==> config.mk <==
export PLATFORM = sky130hd
export DESIGN_NAME = spectrum_bar_peak_meter_top
export DESIGN_NICKNAME = d
export VERILOG_FILES = /design/src/rtl/core/sbpm_pkg.sv /design/src/rtl/core/sbpm_cfg.sv /design/src/rtl/core/sbpm_ctrl.sv /design/src/rtl/core/sbpm_dp.sv /design/src/rtl/core/spectrum_bar_peak_meter_top.sv
export SDC_FILE = /design/constraint.sdc
export NUM_CORES = 2
export LEC_CHECK = 0
export BUFFER_PORTS_ARGS = -buffer_cell sky130_fd_sc_hd__buf_2
export CORE_ASPECT_RATIO = 2
export CORE_MARGIN = 4
export CORE_UTILIZATION = 45
export CTS_CLUSTER_SIZE = 12
export DETAILED_ROUTE_END_ITERATION = 8
export GPL_ROUTABILITY_DRIVEN = 0
export MAX_ROUTING_LAYER = met4
export PLACE_DENSITY = 0.67
export SYNTH_ARGS = -nofsm -noshare
export SYNTH_HDL_FRONTEND = slang
export SYNTH_SLANG_ARGS = --single-unit
==> constraint.sdc <==
create_clock -name i_clk -period 8.1 [get_ports i_clk]
set_clock_uncertainty 0.15 [all_clocks]
set_input_delay 0 -clock i_clk [delete_from_list [all_inputs] [get_ports i_clk]]
set_output_delay 0 -clock i_clk [all_outputs]
set_load 0.03 [all_outputs]
==> src/rtl/core/sbpm_pkg.sv <==
// Shared types and constants for the spectrum bar peak meter.
// Used by sbpm_cfg, sbpm_ctrl, sbpm_dp and the top level; no dependencies.
package sbpm_pkg;

    // field widths
    localparam int REQ_W   = 2;
    localparam int BAND_W  = 5;
    localparam int LEVEL_W = 13;
    localparam int STEP_W  = 11;
    localparam int FALL_W  = 8;
    localparam int PIX_W   = 10;
    localparam int SQ_W    = 2 * PIX_W;        // bar_max squared, also quotient width
    localparam int PROD_W  = SQ_W + LEVEL_W;   // bar_max^2 * n

    // request codes
    localparam logic [REQ_W-1:0] REQ_LOAD  = 2'd0;
    localparam logic [REQ_W-1:0] REQ_DECAY = 2'd1;
    localparam logic [REQ_W-1:0] REQ_HOLD  = 2'd2;

    // config register indexes
    localparam int CFG_IDX_W = 3;
    localparam logic [CFG_IDX_W-1:0] CFG_FLOOR     = 3'd0;
    localparam logic [CFG_IDX_W-1:0] CFG_DECAY     = 3'd1;
    localparam logic [CFG_IDX_W-1:0] CFG_PEAK_FALL = 3'd2;
    localparam logic [CFG_IDX_W-1:0] CFG_BAR_MAX   = 3'd3;
    localparam logic [CFG_IDX_W-1:0] CFG_SHOW_MIN  = 3'd4;
    localparam int CFG_DATA_W = LEVEL_W;

    // reset values
    localparam logic [LEVEL_W-1:0] RST_FLOOR     = 13'h1A60;   // -1440
    localparam logic [STEP_W-1:0]  RST_DECAY     = 11'd80;
    localparam logic [FALL_W-1:0]  RST_PEAK_FALL = 8'd2;
    localparam logic [PIX_W-1:0]   RST_BAR_MAX   = 10'd138;
    localparam logic [PIX_W-1:0]   RST_SHOW_MIN  = 10'd3;

    // iteration counts: two quotient bits / two root bits per cycle
    localparam int DIV_CYC  = SQ_W / 2;
    localparam int SQRT_CYC = PIX_W / 2;
    localparam int CNT_W    = $clog2(DIV_CYC);

    typedef struct packed {
        logic [LEVEL_W-1:0] floor_level;   // signed
        logic [STEP_W-1:0]  decay_step;
        logic [FALL_W-1:0]  peak_fall;
        logic [PIX_W-1:0]   bar_max;
        logic [PIX_W-1:0]   peak_show_min;
    } t_cfg;

    typedef struct packed {
        logic load_in;   // capture item, read band entry
        logic upd;       // level update
        logic mul1;      // span, n, bar_max^2
        logic mul2;      // product, divider load
        logic div;       // two quotient bits
        logic sqrt;      // two root bits
        logic wr;        // peak update, write back, load result
    } t_cmd;

endpackage

==> src/rtl/core/sbpm_cfg.sv <==
// Configuration register file for the spectrum bar peak meter.
// Depends on sbpm_pkg.
module sbpm_cfg (
    input  logic                                  i_clk,
    input  logic                                  i_rst_n,
    input  logic                                  i_wr_en,
    input  logic [sbpm_pkg::CFG_IDX_W-1:0]        i_idx,
    input  logic [sbpm_pkg::CFG_DATA_W-1:0]       i_wdata,
    output sbpm_pkg::t_cfg                        o_cfg
);

    sbpm_pkg::t_cfg r_cfg;

    always_ff @(posedge i_clk) begin
        if (!i_rst_n) begin
            r_cfg.floor_level   <= sbpm_pkg::RST_FLOOR;
            r_cfg.decay_step    <= sbpm_pkg::RST_DECAY;
            r_cfg.peak_fall     <= sbpm_pkg::RST_PEAK_FALL;
            r_cfg.bar_max       <= sbpm_pkg::RST_BAR_MAX;
            r_cfg.peak_show_min <= sbpm_pkg::RST_SHOW_MIN;
        end else if (i_wr_en) begin
            unique case (i_idx)
                sbpm_pkg::CFG_FLOOR:     r_cfg.floor_level   <= i_wdata;
                sbpm_pkg::CFG_DECAY:     r_cfg.decay_step    <= i_wdata[sbpm_pkg::STEP_W-1:0];
                sbpm_pkg::CFG_PEAK_FALL: r_cfg.peak_fall     <= i_wdata[sbpm_pkg::FALL_W-1:0];
                sbpm_pkg::CFG_BAR_MAX:   r_cfg.bar_max       <= i_wdata[sbpm_pkg::PIX_W-1:0];
                sbpm_pkg::CFG_SHOW_MIN:  r_cfg.peak_show_min <= i_wdata[sbpm_pkg::PIX_W-1:0];
                default: ;   // unmapped index: ignored
            endcase
        end
    end

    assign o_cfg = r_cfg;

endmodule

==> src/rtl/core/sbpm_ctrl.sv <==
// Sequencer for the spectrum bar peak meter: accepts items, steps the datapath,
// owns the result valid flag. Depends on sbpm_pkg.
module sbpm_ctrl #(
    parameter int BANDS = 24
) (
    input  logic                           i_clk,
    input  logic                           i_rst_n,
    input  logic                           i_s_valid,
    input  logic [sbpm_pkg::BAND_W-1:0]    i_band,
    output logic                           o_s_ready,
    output logic                           o_m_valid,
    input  logic                           i_m_ready,
    output sbpm_pkg::t_cmd                 o_cmd
);

    typedef enum logic [2:0] {
        S_IDLE, S_UPD, S_MUL1, S_MUL2, S_DIV, S_SQRT, S_WR
    } t_state;

    t_state                        r_state;
    logic [sbpm_pkg::CNT_W-1:0]    r_cnt;
    logic                          r_out_vld;

    logic w_accept;
    logic w_band_ok;
    logic w_out_free;

    assign w_band_ok  = (32'(i_band) < BANDS);
    assign o_s_ready  = (r_state == S_IDLE);
    assign w_accept   = i_s_valid && o_s_ready;
    assign w_out_free = !r_out_vld || i_m_ready;
    assign o_m_valid  = r_out_vld;

    always_comb begin
        o_cmd         = '0;
        o_cmd.load_in = w_accept && w_band_ok;
        o_cmd.upd     = (r_state == S_UPD);
        o_cmd.mul1    = (r_state == S_MUL1);
        o_cmd.mul2    = (r_state == S_MUL2);
        o_cmd.div     = (r_state == S_DIV);
        o_cmd.sqrt    = (r_state == S_SQRT);
        o_cmd.wr      = (r_state == S_WR) && w_out_free;
    end

    always_ff @(posedge i_clk) begin
        if (!i_rst_n) begin
            r_state   <= S_IDLE;
            r_cnt     <= '0;
            r_out_vld <= 1'b0;
        end else begin
            // new result loaded, or the waiting one taken
            if (o_cmd.wr)
                r_out_vld <= 1'b1;
            else if (i_m_ready)
                r_out_vld <= 1'b0;
            unique case (r_state)
                S_IDLE: begin
                    // out-of-range band: transfer taken and dropped
                    if (w_accept && w_band_ok)
                        r_state <= S_UPD;
                end
                S_UPD:  r_state <= S_MUL1;
                S_MUL1: r_state <= S_MUL2;
                S_MUL2: begin
                    r_cnt   <= '0;
                    r_state <= S_DIV;
                end
                S_DIV: begin
                    if (r_cnt == sbpm_pkg::CNT_W'(sbpm_pkg::DIV_CYC - 1)) begin
                        r_cnt   <= '0;
                        r_state <= S_SQRT;
                    end else begin
                        r_cnt <= r_cnt + 1'b1;
                    end
                end
                S_SQRT: begin
                    if (r_cnt == sbpm_pkg::CNT_W'(sbpm_pkg::SQRT_CYC - 1)) begin
                        r_cnt   <= '0;
                        r_state <= S_WR;
                    end else begin
                        r_cnt <= r_cnt + 1'b1;
                    end
                end
                S_WR: begin
                    if (w_out_free)
                        r_state <= S_IDLE;
                end
                default: r_state <= S_IDLE;
            endcase
        end
    end

endmodule

==> src/rtl/core/sbpm_dp.sv <==
// Datapath for the spectrum bar peak meter: band store, level update, multiply,
// radix-4 restoring divider, radix-4 integer square root, peak update, result
// register. Depends on sbpm_pkg.
module sbpm_dp #(
    parameter int BANDS = 24
) (
    input  logic                                  i_clk,
    input  logic                                  i_rst_n,
    input  sbpm_pkg::t_cmd                        i_cmd,
    input  sbpm_pkg::t_cfg                        i_cfg,
    input  logic [sbpm_pkg::REQ_W-1:0]            i_req,
    input  logic [sbpm_pkg::BAND_W-1:0]           i_band,
    input  logic [sbpm_pkg::LEVEL_W-1:0]          i_new_level,
    output logic [sbpm_pkg::BAND_W-1:0]           o_band,
    output logic [sbpm_pkg::LEVEL_W-1:0]          o_level,
    output logic [sbpm_pkg::PIX_W-1:0]            o_bar,
    output logic [sbpm_pkg::PIX_W-1:0]            o_peak,
    output logic                                  o_vis
);

    localparam int LW      = sbpm_pkg::LEVEL_W;
    localparam int PW      = sbpm_pkg::PIX_W;
    localparam int QW      = sbpm_pkg::SQ_W;
    localparam int AW      = (BANDS > 1) ? $clog2(BANDS) : 1;
    localparam int IW      = (AW > sbpm_pkg::BAND_W) ? AW : sbpm_pkg::BAND_W;
    localparam int ENTRY_W = LW + PW;

    // band store: {level, peak}; valid bits stand in for the reset contents
    logic [ENTRY_W-1:0] r_mem [BANDS];
    logic [BANDS-1:0]   r_vld;
    logic [ENTRY_W-1:0] r_rd;
    logic               r_rd_vld;

    logic [sbpm_pkg::REQ_W-1:0]  r_req;
    logic [sbpm_pkg::BAND_W-1:0] r_band;
    logic [LW-1:0]               r_new_level;
    logic [LW-1:0]               r_lvl;
    logic [LW-1:0]               r_n;
    logic [LW-1:0]               r_d;
    logic                        r_zero;
    logic [QW-1:0]               r_bm2;
    logic [LW-1:0]               r_rem;
    logic [QW-1:0]               r_quo;
    logic [PW:0]                 r_sq_rem;
    logic [PW-1:0]               r_sq_res;

    logic [IW-1:0] w_in_ext, w_wr_ext;
    logic [AW-1:0] w_rd_addr, w_wr_addr;

    assign w_in_ext  = IW'(i_band);
    assign w_wr_ext  = IW'(r_band);
    assign w_rd_addr = w_in_ext[AW-1:0];
    assign w_wr_addr = w_wr_ext[AW-1:0];

    // ---- level update
    logic signed [LW-1:0] w_floor, w_cur, w_new_in, w_lvl_new;
    logic signed [LW:0]   w_floor14, w_dec14;
    logic [PW-1:0]        w_peak_old;

    assign w_floor    = $signed(i_cfg.floor_level);
    assign w_floor14  = (LW+1)'(w_floor);
    assign w_cur      = r_rd_vld ? $signed(r_rd[ENTRY_W-1 -: LW]) : $signed(sbpm_pkg::RST_FLOOR);
    assign w_peak_old = r_rd_vld ? r_rd[PW-1:0] : '0;
    assign w_new_in   = $signed(r_new_level);
    assign w_dec14    = (LW+1)'(w_cur) - $signed({3'b000, i_cfg.decay_step});

    always_comb begin
        w_lvl_new = w_cur;
        case (r_req)
            sbpm_pkg::REQ_LOAD: begin
                w_lvl_new = w_new_in;
                if (w_lvl_new > 0)
                    w_lvl_new = '0;
                if (w_lvl_new < w_floor)
                    w_lvl_new = w_floor;
            end
            sbpm_pkg::REQ_DECAY: begin
                if (w_dec14 < w_floor14)
                    w_lvl_new = w_floor;
                else
                    w_lvl_new = w_dec14[LW-1:0];
            end
            default: w_lvl_new = w_cur;   // hold, also the unused code
        endcase
    end

    // ---- span and clamped numerator
    logic signed [LW:0] w_n14, w_d14;
    logic [LW-1:0]      w_n;

    assign w_n14 = (LW+1)'($signed(r_lvl)) - w_floor14;
    assign w_d14 = -w_floor14;

    always_comb begin
        if (w_n14 < 0)
            w_n = '0;
        else if (w_n14 > w_d14)
            w_n = w_d14[LW-1:0];
        else
            w_n = w_n14[LW-1:0];
    end

    logic [sbpm_pkg::PROD_W-1:0] w_prod;
    assign w_prod = sbpm_pkg::PROD_W'(r_bm2) * sbpm_pkg::PROD_W'(r_n);

    // ---- divider, two restoring steps per cycle
    logic [LW:0]   w_s1, w_s2;
    logic          w_b1, w_b2;
    logic [LW-1:0] w_rem1, w_rem2;

    assign w_s1   = {r_rem, r_quo[QW-1]};
    assign w_b1   = (w_s1 >= {1'b0, r_d});
    assign w_rem1 = w_b1 ? LW'(w_s1 - {1'b0, r_d}) : w_s1[LW-1:0];
    assign w_s2   = {w_rem1, r_quo[QW-2]};
    assign w_b2   = (w_s2 >= {1'b0, r_d});
    assign w_rem2 = w_b2 ? LW'(w_s2 - {1'b0, r_d}) : w_s2[LW-1:0];

    // ---- square root, two result bits per cycle
    logic [PW+2:0] w_x1, w_t1, w_x2, w_t2;
    logic          w_g1, w_g2;
    logic [PW:0]   w_sr1, w_sr2;
    logic [PW-1:0] w_res1;

    assign w_x1   = {r_sq_rem, r_quo[QW-1 -: 2]};
    assign w_t1   = {1'b0, r_sq_res, 2'b01};
    assign w_g1   = (w_x1 >= w_t1);
    assign w_sr1  = w_g1 ? (PW+1)'(w_x1 - w_t1) : w_x1[PW:0];
    assign w_res1 = {r_sq_res[PW-2:0], w_g1};
    assign w_x2   = {w_sr1, r_quo[QW-3 -: 2]};
    assign w_t2   = {1'b0, w_res1, 2'b01};
    assign w_g2   = (w_x2 >= w_t2);
    assign w_sr2  = w_g2 ? (PW+1)'(w_x2 - w_t2) : w_x2[PW:0];

    // ---- peak
    logic [PW-1:0] w_bar, w_peak_new;

    assign w_bar = r_zero ? '0 : r_sq_res;

    always_comb begin
        if (w_peak_old < w_bar)
            w_peak_new = w_bar;
        else if (w_peak_old > PW'(i_cfg.peak_fall))
            w_peak_new = w_peak_old - PW'(i_cfg.peak_fall);
        else
            w_peak_new = '0;
    end

    // ---- store
    always_ff @(posedge i_clk) begin
        if (i_cmd.load_in)
            r_rd <= r_mem[w_rd_addr];
        if (i_cmd.wr)
            r_mem[w_wr_addr] <= {r_lvl, w_peak_new};
    end

    always_ff @(posedge i_clk) begin
        if (!i_rst_n) begin
            r_vld <= '0;
        end else if (i_cmd.wr) begin
            r_vld[w_wr_addr] <= 1'b1;
        end
    end

    // ---- payload registers
    always_ff @(posedge i_clk) begin
        if (i_cmd.load_in) begin
            r_req       <= i_req;
            r_band      <= i_band;
            r_new_level <= i_new_level;
            r_rd_vld    <= r_vld[w_rd_addr];
        end
        if (i_cmd.upd)
            r_lvl <= w_lvl_new;
        if (i_cmd.mul1) begin
            r_n    <= w_n;
            r_d    <= w_d14[LW-1:0];
            r_zero <= (w_d14 <= 0);
            r_bm2  <= QW'(i_cfg.bar_max) * QW'(i_cfg.bar_max);
        end
        if (i_cmd.mul2) begin
            // quotient fits QW bits since n <= d, so the top part is below d
            r_rem    <= w_prod[sbpm_pkg::PROD_W-1 -: LW];
            r_quo    <= w_prod[QW-1:0];
            r_sq_rem <= '0;
            r_sq_res <= '0;
        end
        if (i_cmd.div) begin
            r_rem <= w_rem2;
            r_quo <= {r_quo[QW-3:0], w_b1, w_b2};
        end
        if (i_cmd.sqrt) begin
            r_sq_rem <= w_sr2;
            r_sq_res <= {w_res1[PW-2:0], w_g2};
            r_quo    <= {r_quo[QW-5:0], 4'b0000};
        end
        if (i_cmd.wr) begin
            o_band  <= r_band;
            o_level <= r_lvl;
            o_bar   <= w_bar;
            o_peak  <= w_peak_new;
            o_vis   <= (w_peak_new >= i_cfg.peak_show_min);
        end
    end

endmodule

==> src/rtl/core/spectrum_bar_peak_meter_top.sv <==
// Spectrum bar peak meter, top level: configuration registers, sequencer and
// datapath. Depends on sbpm_pkg, sbpm_cfg, sbpm_ctrl, sbpm_dp.
//
// Per-band level meter with peak hold for a spectrum display. Each input
// transfer names a band and a request (load, decay, hold); the block keeps a
// level (1/16 dB) and a peak marker (pixels) per band and returns one result
// per transfer: the stored level, the bar length
// floor(bar_max * sqrt((level - floor) / -floor)) and the updated peak with
// its visibility flag. Transfers naming a band at or above BANDS are taken
// and dropped without a result. One item occupies the block from its input
// transfer to the cycle it can take the next one: the band store read, the
// level update, two multiply stages, the radix-4 divider, the radix-4 square
// root, and peak update and write-back. The result sits in an output
// register; the next item is accepted while it waits, and only the final
// write-back stalls until the previous result is taken. Band state comes up
// at silence and zero peak out of reset with no clearing pass. Configuration
// writes take effect on the next edge and are meant for idle periods.
module spectrum_bar_peak_meter_top #(
    parameter int BANDS = 24
) (
    input  logic        i_clk,
    input  logic        i_rst_n,
    // input stream
    input  logic        s_axis_tvalid,
    output logic        s_axis_tready,
    input  logic [23:0] s_axis_tdata,   // [4:0] band, [17:5] new_level, rest zero
    input  logic [1:0]  s_axis_tuser,   // [1:0] req_type
    // result stream
    output logic        m_axis_tvalid,
    input  logic        m_axis_tready,
    output logic [39:0] m_axis_tdata,   // [4:0] out_band, [17:5] shown_level,
                                        // [27:18] bar_length, [37:28] peak_value,
                                        // [38] peak_visible, [39] zero
    // configuration write port
    input  logic        i_cfg_wr_en,
    input  logic [2:0]  i_cfg_idx,
    input  logic [12:0] i_cfg_wdata
);

    sbpm_pkg::t_cfg w_cfg;
    sbpm_pkg::t_cmd w_cmd;

    logic [sbpm_pkg::BAND_W-1:0]  w_band;
    logic [sbpm_pkg::LEVEL_W-1:0] w_level;
    logic [sbpm_pkg::PIX_W-1:0]   w_bar;
    logic [sbpm_pkg::PIX_W-1:0]   w_peak;
    logic                         w_vis;

    sbpm_cfg u_cfg (
        .i_clk   (i_clk),
        .i_rst_n (i_rst_n),
        .i_wr_en (i_cfg_wr_en),
        .i_idx   (i_cfg_idx),
        .i_wdata (i_cfg_wdata),
        .o_cfg   (w_cfg)
    );

    // sequencer sees the band field directly to drop out-of-range transfers
    sbpm_ctrl #(
        .BANDS (BANDS)
    ) u_ctrl (
        .i_clk     (i_clk),
        .i_rst_n   (i_rst_n),
        .i_s_valid (s_axis_tvalid),
        .i_band    (s_axis_tdata[4:0]),
        .o_s_ready (s_axis_tready),
        .o_m_valid (m_axis_tvalid),
        .i_m_ready (m_axis_tready),
        .o_cmd     (w_cmd)
    );

    sbpm_dp #(
        .BANDS (BANDS)
    ) u_dp (
        .i_clk       (i_clk),
        .i_rst_n     (i_rst_n),
        .i_cmd       (w_cmd),
        .i_cfg       (w_cfg),
        .i_req       (s_axis_tuser),
        .i_band      (s_axis_tdata[4:0]),
        .i_new_level (s_axis_tdata[17:5]),
        .o_band      (w_band),
        .o_level     (w_level),
        .o_bar       (w_bar),
        .o_peak      (w_peak),
        .o_vis       (w_vis)
    );

    // pack result fields, lowest field first, pad to whole bytes
    assign m_axis_tdata = {1'b0, w_vis, w_peak, w_bar, w_level, w_band};

endmodule

==> results.cfg <==
[sta]
grt_setup_unrepaired = no
relSlewSlack_pct = 20.2
fin_crit_ps = 6760
finalMaxSlewViolations = 0
tightest_slew_ps = 1200
setup_tns_ps = 0
period_share_pct = 83.4
finalWorstSetupSlack_ps = 1340
setup_viol = 0
finalHoldViolCount = 0
fmax_ghz = 0.148

[global_routing]
grt_max_degree = 93
grt_pass1_vias = 32219
grt_pass1_wl_mm = 185
gr-total-overflow = 0
track_usage_pct = 22.1
antenna_found_initial = 3

[worst_setup_path]
worstPathRequired_ps = 8330
critPathMaxFanout = 19
cp-end-kind = register
cp-start-kind = register
crit_start = u_dp.r_n[4]
reg2reg_from = u_dp.r_n[4]
critPathKind = register to register
cp.arrival_ps = 6990

[cts]
clock_latency_ps = 670
cts_made_buffers = 81
cts-root-buf = clkbuf_16
cts_resized = 0
cts_tree = done
numClockSinks = 832
htreeDepth = 3
clock_path_buffers = 3
cts.clk_slew.worst_paths_ps = 70

[floorplan]
die_h_um = 470
dieArea_um2 = 112000
dieWidth_um = 239
pin_count = 89
core_um2 = 106000
rows = 169
initial_core_util_pct = 45.3

[placed_design]
portBuffers = 81
dpl.hpwl_mm = 85.4
place_area_um2 = 50000
post-place-ws_ps = 1370

[power_and_ir_drop]
power_leakage_nw = 20.7
ir_drop_mv = 0.301
power_mw = 15.8
switching_share_pct = 37.7
pwr-share-seq_pct = 33.4
p_switching_mw = 5.95
p_per_area_nw_per_um2 = 298
p_int_mw = 9.85
comb_power_share_pct = 44.0
p_clk_share_pct = 22.6

[run]
cap_violations = 0

[worst_hold_path]
hp-class = primary input to register
worstHoldStart = i_cfg_wdata[8]

[yosys]
synth_area_leader_cell = edfxtp_1
synth_flop_cell = edfxtp_1
synth_area_per_cell_um2 = 12.8
syn_area_um2 = 48000
synth_cell_types = 87
yosysWarnings = 0
ys_seq_elements = 832
synth_edf_count = 744
syn_inst = 3735
synthArstFlopShare_pct = 0
yosysTopAreaCellShare_pct = 46.6
synthTopCellsByArea = edfxtp_1, fa_1, mux4_2, ha_1, dfxtp_1
synth-seq-area-share_pct = 50.2

[cells_and_area]
syn_to_final_growth_pct = 10.6
stdcell_area_um2 = 53100
drive_above_1_share_pct = 11.5
nNetsFinal = 4416

[routing]
drc = 0
via_count = 29659
wl_mm = 119
drt_pass1_iterations = 5
vias_per_cell = 5.63
drtIter0Drc = 1880
ant_nets = 0
avgRoutedWirePerCell_um = 22.6

[status]
outcome = finished, final reports clean
critical path: stages (launching register included):
cell and delay [ps]:
edfxtp_1 920, nand2_1 180, fa_1 600, fa_1 460, fa_1 550, inv_1 50
fa_1 520, fa_1 500, ha_1 370, a21oi_1 160, o21ai_0 140, a221o_1 390
o21ai_1 270, a31oi_1 210, a41oi_1 380, o21ai_0 140, a21oi_1 180, xnor2_1 170
mux2i_1 110
cells in the final DEF (no fill, tap or decap), drive strengths merged, types with 30 or more instances in the layout:
cell and instances:
edfxtp 744, inv 425, nand2 360, ha 272, fa 243, nor2 186, and2 171, mux4 168
a21oi 144, clkbuf 118, buf 116, o21ai 107, dfxtp 88, xnor2 82, dlygate4sd3 65, mux2i 57
o21a 54, a21o 50, a21boi 49, nand2b 43, xor2 31, nor3 31, nand3 30
synthesized netlist by cell type (all sizes together) (4+ instances only):
cell type,instances
nor2b,29
or2,6
a31o,5
ha,272
and2,171
o211ai,15
nor4,6
and3b,4
a211o,5
a31oi,10
nand2b,43
xor2,31
a21o,50
mux2,8
o21bai,8
and3,25
nand4,16
a21boi,49
o21ai,107
nand2,360
or3,9
o31ai,4
o21a,54
a21oi,144
o221ai,12
a22oi,6
mux4,168
mux2i,57
buf,32
a221oi,5
nor2,186
nor3,31
dfxtp,88
edfxtp,744
inv,423
fa,243
xnor2,82
o22ai,12
a211oi,24
clkbuf,119
nand3b,4
nand3,30
metal layers:
layer | vias to the layer above | global-route usage, % | wire length [µm]
met2 | 766 | 42.8 | 68900
met4 | 0 | 11.9 | 7760
met3 | 345 | 2.38 | 4440
met1 | 15120 | 20.8 | 38200
li1 | 13428 | - | -
met5 | - | - | 0
sequential cells by signal, indices dropped and copies added, names as in the netlist, 11 cells and up:
signal            cells
u_cfg.o_cfg          52
u_dp.o_level         13
u_dp.r_bm2           19
u_dp.r_d             13
u_dp.r_lvl           13
u_dp.r_mem          552
u_dp.r_n             13
u_dp.r_new_level     13
u_dp.r_quo           20
u_dp.r_rd            23
u_dp.r_rem           13
u_dp.r_sq_rem        11
u_dp.r_vld           24
power by group through the flow:
| stage | registers (mW) | clock network [mW] | logic (mW) |
|---|---|---|---|
| finish | 5.28 | 3.57 | 6.95 |
| global route | 5.29 | 3.80 | 7.84 |
| CTS | 5.28 | 3.62 | 7.04 |
| detailed placement | 5.37 | 0 | 6.94 |
| global placement | 5.36 | 0 | 6.89 |
| floorplan | 5.25 | 0 | 4.98 |
final cells by class:
type | count | area [µm²]
diodes | 3 | 7.51
clock buffers | 118 | 2200
clock inverters | 12 | 216
fillers | 9006 | 52900
inverters | 423 | 1590
multi-input cells | 2335 | 21900
flip-flops and latches | 832 | 24100
well taps | 1368 | 1710
repair buffers | 181 | 1340
final timing paths:
path,end,slack (ps),depth (start not counted)
setup / recovery,u_dp.r_rem[12],1340,18
hold / removal,u_cfg.o_cfg[47],170,4
setup reg to reg,u_dp.r_rem[12],1340,18
hold reg to reg,u_dp.r_vld[11],310,1
per-stage QoR:
step | hold WS, ps | std cells | util (%)
5_1_grt | 159 | 5272 | 50.1
4_1_cts | 121 | 5269 | 50.1
3_3_place_gp | 28.4 | 5074 | 47.2
3_5_place_dp | 31.2 | 5074 | 47.2
2_1_floorplan | -51.1 | 3741 | -
6_report | 165 | 5272 | 50.1
kinds of logic (layout without fill, tap and decap cells):
kind of cell	Yosys count	count (layout)	synth area share, %
mux	233	233	9.26
fa+ha+maj	515	515	17.2
xor+xnor	113	113	2.06
other cells	2	11	0.0156
simple gates	931	931	9.27
flops	832	832	50.2
compound gates	535	535	7.35
buf+inv	574	734	4.59
repair_timing:
item	CTS	global route
buffers inserted	0	0
hold buffers	65	0
hold endpoints to repair	122	0
Note: power is estimated with default switching activity, not from simulation.
